## src/design/debounced_press_counter_core_defines.svh

```systemverilog
// Assertion macros for the debounced press counter core.
// Expect clk and rst in the scope of the asserting module.
`ifndef DEBOUNCED_PRESS_COUNTER_CORE_DEFINES_SVH
`define DEBOUNCED_PRESS_COUNTER_CORE_DEFINES_SVH

// same-cycle implication
`define DPC_ASSERT_NOW(label, ante, cons, msg) \
  label: assert property (@(posedge clk) disable iff (rst) (ante) |-> (cons)) \
    else $error(msg);

// next-cycle implication
`define DPC_ASSERT_NEXT(label, ante, cons, msg) \
  label: assert property (@(posedge clk) disable iff (rst) (ante) |=> (cons)) \
    else $error(msg);

`endif

```

## src/design/dpc_pkg.sv

```systemverilog
// Shared types and constants for the debounced press counter core.
// No dependencies.
`default_nettype none

package dpc_pkg;

  localparam int KEY_COUNT = 24;
  localparam int KEY_IN_W = 24;
  localparam int KEY_IDX_W = (KEY_COUNT > 1) ? $clog2(KEY_COUNT) : 1;
  localparam int PRESS_W = $clog2(KEY_COUNT + 1);

  localparam int TICK_W = 32;
  localparam int COUNT_W = 16;
  localparam int RAW_W = 6;
  localparam int CFG_IDX_W = 8;
  localparam int CFG_DATA_W = 32;

  localparam logic [KEY_IN_W-1:0] ENABLE_RESET = 24'h06C4FF;
  localparam logic [TICK_W-1:0] DEBOUNCE_RESET = 32'd960000;
  localparam logic [COUNT_W-1:0] LIMIT_RESET = 16'd420;
  localparam logic [TICK_W-1:0] BONUS_RESET = 32'd288000000;
  localparam logic [COUNT_W-1:0] COUNT_MAX = 16'hFFFF;

  typedef enum logic [CFG_IDX_W-1:0] {
    REG_KEY_ENABLE = 8'd0,
    REG_DEBOUNCE   = 8'd1,
    REG_LIMIT      = 8'd2,
    REG_BONUS      = 8'd3
  } cfg_reg_t;

  typedef struct packed {
    logic [KEY_IN_W-1:0] key_enable_mask;
    logic [TICK_W-1:0]   debounce_ticks;
    logic [COUNT_W-1:0]  click_limit;
    logic [TICK_W-1:0]   bonus_ticks;
  } cfg_t;

endpackage

`default_nettype wire

```

## src/design/dpc_cfg_regs.sv

```systemverilog
// Configuration register file for the debounced press counter core.
// Depends on dpc_pkg.
`default_nettype none

module dpc_cfg_regs (
  input  wire logic                           clk,
  input  wire logic                           rst,
  input  wire logic                           cfg_valid,
  output logic                                cfg_ready,
  input  wire logic [dpc_pkg::CFG_IDX_W-1:0]  cfg_index,
  input  wire logic [dpc_pkg::CFG_DATA_W-1:0] cfg_data,
  output dpc_pkg::cfg_t                       cfg
);
  import dpc_pkg::*;

  assign cfg_ready = !rst;

  always_ff @(posedge clk) begin
    if (rst) begin
      cfg.key_enable_mask <= ENABLE_RESET;
      cfg.debounce_ticks <= DEBOUNCE_RESET;
      cfg.click_limit <= LIMIT_RESET;
      cfg.bonus_ticks <= BONUS_RESET;
    end else if (cfg_valid && cfg_ready) begin
      case (cfg_index)
        REG_KEY_ENABLE: cfg.key_enable_mask <= cfg_data[KEY_IN_W-1:0];
        REG_DEBOUNCE:   cfg.debounce_ticks <= cfg_data[TICK_W-1:0];
        REG_LIMIT:      cfg.click_limit <= cfg_data[COUNT_W-1:0];
        REG_BONUS:      cfg.bonus_ticks <= cfg_data[TICK_W-1:0];
        default: ;
      endcase
    end
  end

endmodule

`default_nettype wire

```

## src/design/dpc_elapsed_cmp.sv

```systemverilog
// Shared elapsed-time unit: wrapping (now - stamp) compared against a hold-off.
// Depends on dpc_pkg.
`default_nettype none

module dpc_elapsed_cmp (
  input  wire logic [dpc_pkg::TICK_W-1:0] now,
  input  wire logic [dpc_pkg::TICK_W-1:0] stamp,
  input  wire logic [dpc_pkg::TICK_W-1:0] holdoff,
  output logic                            expired
);
  import dpc_pkg::*;

  logic [TICK_W-1:0] elapsed;

  assign elapsed = now - stamp;
  assign expired = elapsed > holdoff;

endmodule

`default_nettype wire

```

## src/design/debounced_press_counter_core.sv

```systemverilog
// An input beat is accepted only in the idle state; the scan then visits the keys in order,
// and the bonus step loads the result register. No new beat is taken until that is done;
// the single elapsed-time compare unit visits one key per cycle and then the bonus timer.
// A result beat waits in the output register; a stalled result holds the bonus step.
// Reset clears key history, pending flags, stamps and counts; loads register defaults.
`default_nettype none

`include "debounced_press_counter_core_defines.svh"

module debounced_press_counter_core (
  input  wire logic                           clk,
  input  wire logic                           rst,
  input  wire logic                           cfg_valid,
  output logic                                cfg_ready,
  input  wire logic [dpc_pkg::CFG_IDX_W-1:0]  cfg_index,
  input  wire logic [dpc_pkg::CFG_DATA_W-1:0] cfg_data,
  input  wire logic                           in_valid,
  output logic                                in_stall,
  input  wire logic [dpc_pkg::KEY_IN_W-1:0]   key_levels,
  input  wire logic [dpc_pkg::TICK_W-1:0]     now_ticks,
  output logic                                out_valid,
  input  wire logic                           out_stall,
  output logic [4:0]                          new_presses,
  output logic [15:0]                         click_total,
  output logic                                bonus_active,
  output logic [5:0]                          raw_low,
  output logic [7:0]                          cc_number,
  output logic [6:0]                          cc_value
);
  import dpc_pkg::*;

  typedef enum logic [1:0] {
    ST_IDLE,
    ST_SCAN,
    ST_BONUS
  } state_t;

  cfg_t cfg;

  state_t                state;
  logic [KEY_IDX_W-1:0]  key_idx;
  logic [KEY_COUNT-1:0]  scan_levels;
  logic [TICK_W-1:0]     scan_now;
  logic [KEY_COUNT-1:0]  previous_levels;
  logic [KEY_COUNT-1:0]  pending_keys;
  logic [TICK_W-1:0]     press_stamp [KEY_COUNT];
  logic [PRESS_W-1:0]    presses;
  logic [COUNT_W-1:0]    click_count;
  logic [RAW_W-1:0]      raw_count;
  logic                  active_flag;
  logic [TICK_W-1:0]     active_stamp;

  logic [KEY_COUNT-1:0]  masked_levels;
  logic                  in_beat;
  logic                  out_free;
  logic                  lvl;
  logic                  falling;
  logic [TICK_W-1:0]     unit_stamp;
  logic [TICK_W-1:0]     unit_holdoff;
  logic                  expired;
  logic [COUNT_W:0]      sum;
  logic [COUNT_W-1:0]    sat_count;
  logic [COUNT_W-1:0]    count_next;
  logic                  active_next;
  logic [TICK_W-1:0]     active_stamp_next;

  dpc_cfg_regs u_cfg (
    .clk       (clk),
    .rst       (rst),
    .cfg_valid (cfg_valid),
    .cfg_ready (cfg_ready),
    .cfg_index (cfg_index),
    .cfg_data  (cfg_data),
    .cfg       (cfg)
  );

  generate
    if (KEY_COUNT <= KEY_IN_W) begin : g_narrow
      assign masked_levels = key_levels[KEY_COUNT-1:0] & cfg.key_enable_mask[KEY_COUNT-1:0];
    end else begin : g_wide
      assign masked_levels = {{(KEY_COUNT-KEY_IN_W){1'b0}}, key_levels & cfg.key_enable_mask};
    end
  endgenerate

  assign in_stall = rst || (state != ST_IDLE);
  assign in_beat = in_valid && !in_stall;
  assign out_free = !out_valid || !out_stall;

  assign lvl = scan_levels[key_idx];
  assign falling = previous_levels[key_idx] && !lvl;

  always_comb begin
    if (state == ST_BONUS) begin
      unit_stamp = active_stamp;
      unit_holdoff = cfg.bonus_ticks;
    end else begin
      unit_stamp = falling ? scan_now : press_stamp[key_idx];
      unit_holdoff = cfg.debounce_ticks;
    end
  end

  dpc_elapsed_cmp u_cmp (
    .now     (scan_now),
    .stamp   (unit_stamp),
    .holdoff (unit_holdoff),
    .expired (expired)
  );

  always_comb begin
    sum = {1'b0, click_count} + (COUNT_W + 1)'(presses);
    sat_count = sum[COUNT_W] ? COUNT_MAX : sum[COUNT_W-1:0];
    count_next = sat_count;
    active_next = active_flag;
    active_stamp_next = active_stamp;
    if (sat_count >= cfg.click_limit && !active_flag) begin
      count_next = cfg.click_limit;
      active_next = 1'b1;
      active_stamp_next = scan_now;
    end else if (active_flag && expired) begin
      count_next = '0;
      active_next = 1'b0;
      active_stamp_next = '0;
    end
  end

  always_ff @(posedge clk) begin
    if (rst) begin
      state <= ST_IDLE;
      key_idx <= '0;
      previous_levels <= '0;
      pending_keys <= '0;
      presses <= '0;
      click_count <= '0;
      raw_count <= '0;
      active_flag <= 1'b0;
      active_stamp <= '0;
      out_valid <= 1'b0;
      for (int i = 0; i < KEY_COUNT; i++) begin
        press_stamp[i] <= '0;
      end
    end else begin
      if (out_valid && !out_stall && state != ST_BONUS) begin
        out_valid <= 1'b0;
      end
      case (state)
        ST_IDLE: begin
          if (in_beat) begin
            scan_levels <= masked_levels;
            scan_now <= now_ticks;
            key_idx <= '0;
            presses <= '0;
            state <= ST_SCAN;
          end
        end
        ST_SCAN: begin
          if (falling) begin
            press_stamp[key_idx] <= scan_now;
            pending_keys[key_idx] <= 1'b1;
          end else if (expired) begin
            if (pending_keys[key_idx] && !lvl) begin
              presses <= presses + PRESS_W'(1);
            end
            pending_keys[key_idx] <= 1'b0;
          end
          if (key_idx == KEY_IDX_W'(KEY_COUNT - 1)) begin
            state <= ST_BONUS;
          end else begin
            key_idx <= key_idx + KEY_IDX_W'(1);
          end
        end
        ST_BONUS: begin
          if (out_free) begin
            click_count <= count_next;
            raw_count <= raw_count + RAW_W'(presses);
            active_flag <= active_next;
            active_stamp <= active_stamp_next;
            previous_levels <= scan_levels;
            out_valid <= 1'b1;
            new_presses <= 5'(presses);
            click_total <= count_next;
            bonus_active <= active_next;
            raw_low <= raw_count + RAW_W'(presses);
            cc_number <= count_next[10:3];
            cc_value <= {count_next[2:0], 4'b0000};
            state <= ST_IDLE;
          end
        end
        default: state <= ST_IDLE;
      endcase
    end
  end

  `DPC_ASSERT_NEXT(a_accept_starts_scan, in_beat,
      state == ST_SCAN && key_idx == '0, "input beat did not start a key scan")
  `DPC_ASSERT_NEXT(a_scan_ends_in_bonus,
      state == ST_SCAN && key_idx == KEY_IDX_W'(KEY_COUNT - 1),
      state == ST_BONUS, "key scan did not hand over to the bonus step")
  `DPC_ASSERT_NEXT(a_bonus_loads_result, state == ST_BONUS && out_free,
      out_valid && state == ST_IDLE, "bonus step did not load a result beat")
  `DPC_ASSERT_NOW(a_press_bound, out_valid,
      ({3'b000, new_presses} <= 8'(KEY_COUNT)), "more presses than keys in one scan")

endmodule

`default_nettype wire
```

## config.mk

```make
export PLATFORM = sky130hd
export DESIGN_NAME = debounced_press_counter_core
export DESIGN_NICKNAME = d
export VERILOG_FILES = /design/src/design/dpc_pkg.sv /design/src/design/dpc_cfg_regs.sv /design/src/design/dpc_elapsed_cmp.sv /design/src/design/debounced_press_counter_core.sv
export VERILOG_INCLUDE_DIRS = /design/src /design/src/design
export SDC_FILE = /design/constraint.sdc
export NUM_CORES = 2
export LEC_CHECK = 0
export ABC_AREA = 1
export ABC_CLOCK_PERIOD_IN_PS = 5500
export BUFFER_PORTS_ARGS = -buffer_cell sky130_fd_sc_hd__buf_2
export CAP_MARGIN = 20
export CORE_ASPECT_RATIO = 1.25
export CORE_MARGIN = 4
export CORE_UTILIZATION = 45
export DETAILED_ROUTE_END_ITERATION = 6
export HOLD_SLACK_MARGIN = 0.12
export PLACE_DENSITY = 0.68
export SYNTH_ARGS = -nofsm -noshare
export SYNTH_HDL_FRONTEND = slang
export SYNTH_SLANG_ARGS = --single-unit
```

## constraint.sdc

```tcl
create_clock -name clk -period 5.5 [get_ports clk]
set_input_delay 1.1 -clock clk [delete_from_list [all_inputs] [get_ports clk]]
set_output_delay 1.1 -clock clk [all_outputs]
set_load 0.01 [all_outputs]
```

==> flow_metrics.env <==
export IMPL_run_status="finished with violations"
export IMPL_violations="DRC, setup timing"
export IMPL_num_vias=48294
export IMPL_crit_top_cell="nand2_1"
export IMPL_fin_crit_sh_pct=100.6
export IMPL_initial_utilization_pct=45.30
export IMPL_fin_area_um2=72540
export IMPL_final_max_slew_viol_count=0
export IMPL_final_cell_mix="1471 x nor2_1, 1108 x edfxtp_1, 587 x o21ai_0"
export IMPL_critPathMaxFanout=12
export IMPL_synth_top_cell_area_share_pct=55.73
export IMPL_critPathCaptureType="flip-flop"
export IMPL_viasPerCell=5.758
export IMPL_area_growth_syn_to_layout_pct=21.49
export IMPL_seq_area_frac_synth_pct=63.27
export IMPL_grt_start_max_net_pins=80
export IMPL_yosysWarnings=0
export IMPL_die_area_um2=138600
export IMPL_hp_class="reg -> reg"
export IMPL_clock_latency_ps=780
export IMPL_grt_pass1_wl_um=275500
export IMPL_grt_ovfl_total=0
export IMPL_synthTopCellsByArea="edfxtp_1 56%, nor2_1 9.4%, dfxtp_1 7.5%"
export IMPL_pin_count=147
export IMPL_core_area_um2=131800
export IMPL_ys_seq_elements=1333
export IMPL_routed_wl_um=185700
export IMPL_cpPeakStageDelay_ps=360
export IMPL_ctsRootBufferMaster="clkbuf_16"
export IMPL_post_drt_wl_per_cell_um=22.14
export IMPL_avgSynthCellArea_um2=9.988
export IMPL_rsz0062_at_grt="true"
export IMPL_cap_viol_max_count=0
export IMPL_critPathSlowestCell="dfxtp_4"
export IMPL_portBuffers=142
export IMPL_postCtsHoldBufs=0
export IMPL_fin_skew_ps=37.43
export IMPL_power_mw=23.77
export IMPL_drt_iter0_markers=5820
export IMPL_ant_nets=0
export IMPL_die_h_um=415.3
export IMPL_irDropWorstVdd_mv=0.3218
export IMPL_multi_input_area_um2=21310
export IMPL_synth_cell_type_count=43
export IMPL_layout_commonest_cell="nor2_1"
export IMPL_hold_viol_final=0
export IMPL_hpwl_um=113500
export IMPL_grt_pass1_vias=46632
export IMPL_setup_ws_ps=-33.47
export IMPL_grt_usage_pct=25.72
export IMPL_gp_congestion=0.9199
export IMPL_syn_area_um2=59710
export IMPL_drc=1
export IMPL_yosys_area_top_type="edfxtp_1"
export IMPL_p_leak_nw=28.75
export IMPL_dieWidth_um=333.8
export IMPL_num_rows=149
export IMPL_clock_fmax_mhz=180.7
export IMPL_layout_nets=6747
export IMPL_max_slew_margin_pct=25.60
export IMPL_arrival_ps=6140
export IMPL_setup_tns_ps=-142.0
export IMPL_synthCells=5978
export IMPL_cp_required_ps=6110
export IMPL_cts_sinks=1333
export IMPL_cts_htree_levels=4
export IMPL_period_minus_slack_ps=5533
export IMPL_layout_drive_gt1_share_pct=16.53
export IMPL_numCtsBuffers=130
export IMPL_setup_violations=13
export IMPL_post_route_util_pct=55.03
export IMPL_dpl_cell_area_um2=65480
export IMPL_startpoint_type="flip-flop"
export IMPL_r2r_slack_ps=-30
export IMPL_power_density_nw_per_um2=327.7
export IMPL_clockBufferDepth=3
export IMPL_critPathKind="reg -> reg"
export IMPL_cts_clk_slew_worst_paths_ps=60
export IMPL_tightest_slew_ps=1112
export IMPL_first_pass_iters=7
export IMPL_cts_tree="built"
export IMPL_dp_slack_ps=-503.5
export IMPL_n_fill_cell=11151
export IMPL_grt_antenna_before_repair=4
export IMPL_regArea_um2=37800
[cells by family after synthesis]
logic type	share of synthesized area [%]
flops	63.27
buf+inv	4.675
simple gates	17.09
mux	0.5197
compound gates	11.87
xor+xnor	0.4988
fa+ha+maj	2.070
other cells	0.006281
[final timing paths]
check	start	to	cells after the start
setup / recovery	flip-flop	flip-flop	37
hold / removal	previous_levels[21]	previous_levels[21]	2
hold reg to reg	previous_levels[21]	previous_levels[21]	2
setup reg to reg	flip-flop	flip-flop	37
[cells in the mapped netlist]
cell	instances
nor3_2	1
inv_2	4
a211oi_1	3
nand3_4	1
dfxtp_1	225
nand2_2	1
ha_1	94
edfxtp_1	1108
buf_2	6
mux2i_1	31
xor2_1	25
o221ai_1	235
nor3_1	21
buf_1	37
nor4_1	1
o2111ai_1	1
fa_1	3
inv_1	216
clkbuf_1	413
buf_4	15
conb_1	1
nand2_1	626
o21ai_0	669
nand4_1	12
nand3_1	383
a221oi_1	2
or2_2	7
o21a_1	3
nor2_2	2
o211ai_1	55
nand3b_1	1
inv_4	1
a31oi_1	5
a21oi_1	209
a21boi_0	1
clkinv_1	34
nor3b_1	3
xnor2_1	9
o21bai_1	5
a21o_1	9
or4_1	1
nor2_1	1498
o31ai_1	1
[state kept, by name (all words and copies together), names as in the netlist, 16 cells and up, named ones only]
signal,count
press_stamp,1024
previous_levels,24
active_stamp,32
scan_now,32
click_count,16
click_total,16
scan_levels,24
u_cfg.cfg,104
[where the power goes]
part	switching (mW)	leakage (nW)	internal [mW]	total, mW
clock	3.98	1.98	4.70	8.67
sequential	0.117	13.0	11.2	11.4
combinational	2.27	13.7	1.48	3.74
[area by class of cell]
cell class	instances	share of cell area [%]
Clock inverter	63	0.9211
Timing Repair inverter	1	0.01552
Clock buffer	170	4.747
Tap cell	1736	2.994
Timing Repair Buffer	650	8.418
Sequential cell	1333	52.11
Inverter	255	1.420
Multi-Input combinational cell	4178	29.37
Antenna cell	1	0.003450
[through the flow]
step	hold WS, ps	instances
after global placement	444.3	8052
after floorplan	429.2	6237
after detailed placement	445.1	8052
after CTS	442.6	8341
after global routing	450.0	8386
final	454.9	8387
[routing by layer]
layer | global-route usage, % | share of wire, %
met1 | 31.77 | 37
met3 | 4.496 | 9.4
met4 | 11.59 | 4.3
met2 | 44.12 | 50
met5 | 0 | 0.015
[repair_timing]
action / CTS / global route
pin swaps: 38 / 115
setup endpoints to repair: 95 / 95
gates cloned: 18 / 15
setup buffers: 38 / 33
gates resized for setup: 188 / 247
[critical path, delay by kind of cell (launching register included)]
family                   cells  cell delay [ps]
AO/OA/AOI/OAI                9             1150
AND/OR/NAND/NOR             15             1530
buffers and inverters       10             1560
XOR/XNOR                     1              150
flip-flops                   1              360
adder cells (fa/ha/maj)      2              600
Note: power is estimated with default switching activity, not from simulation.
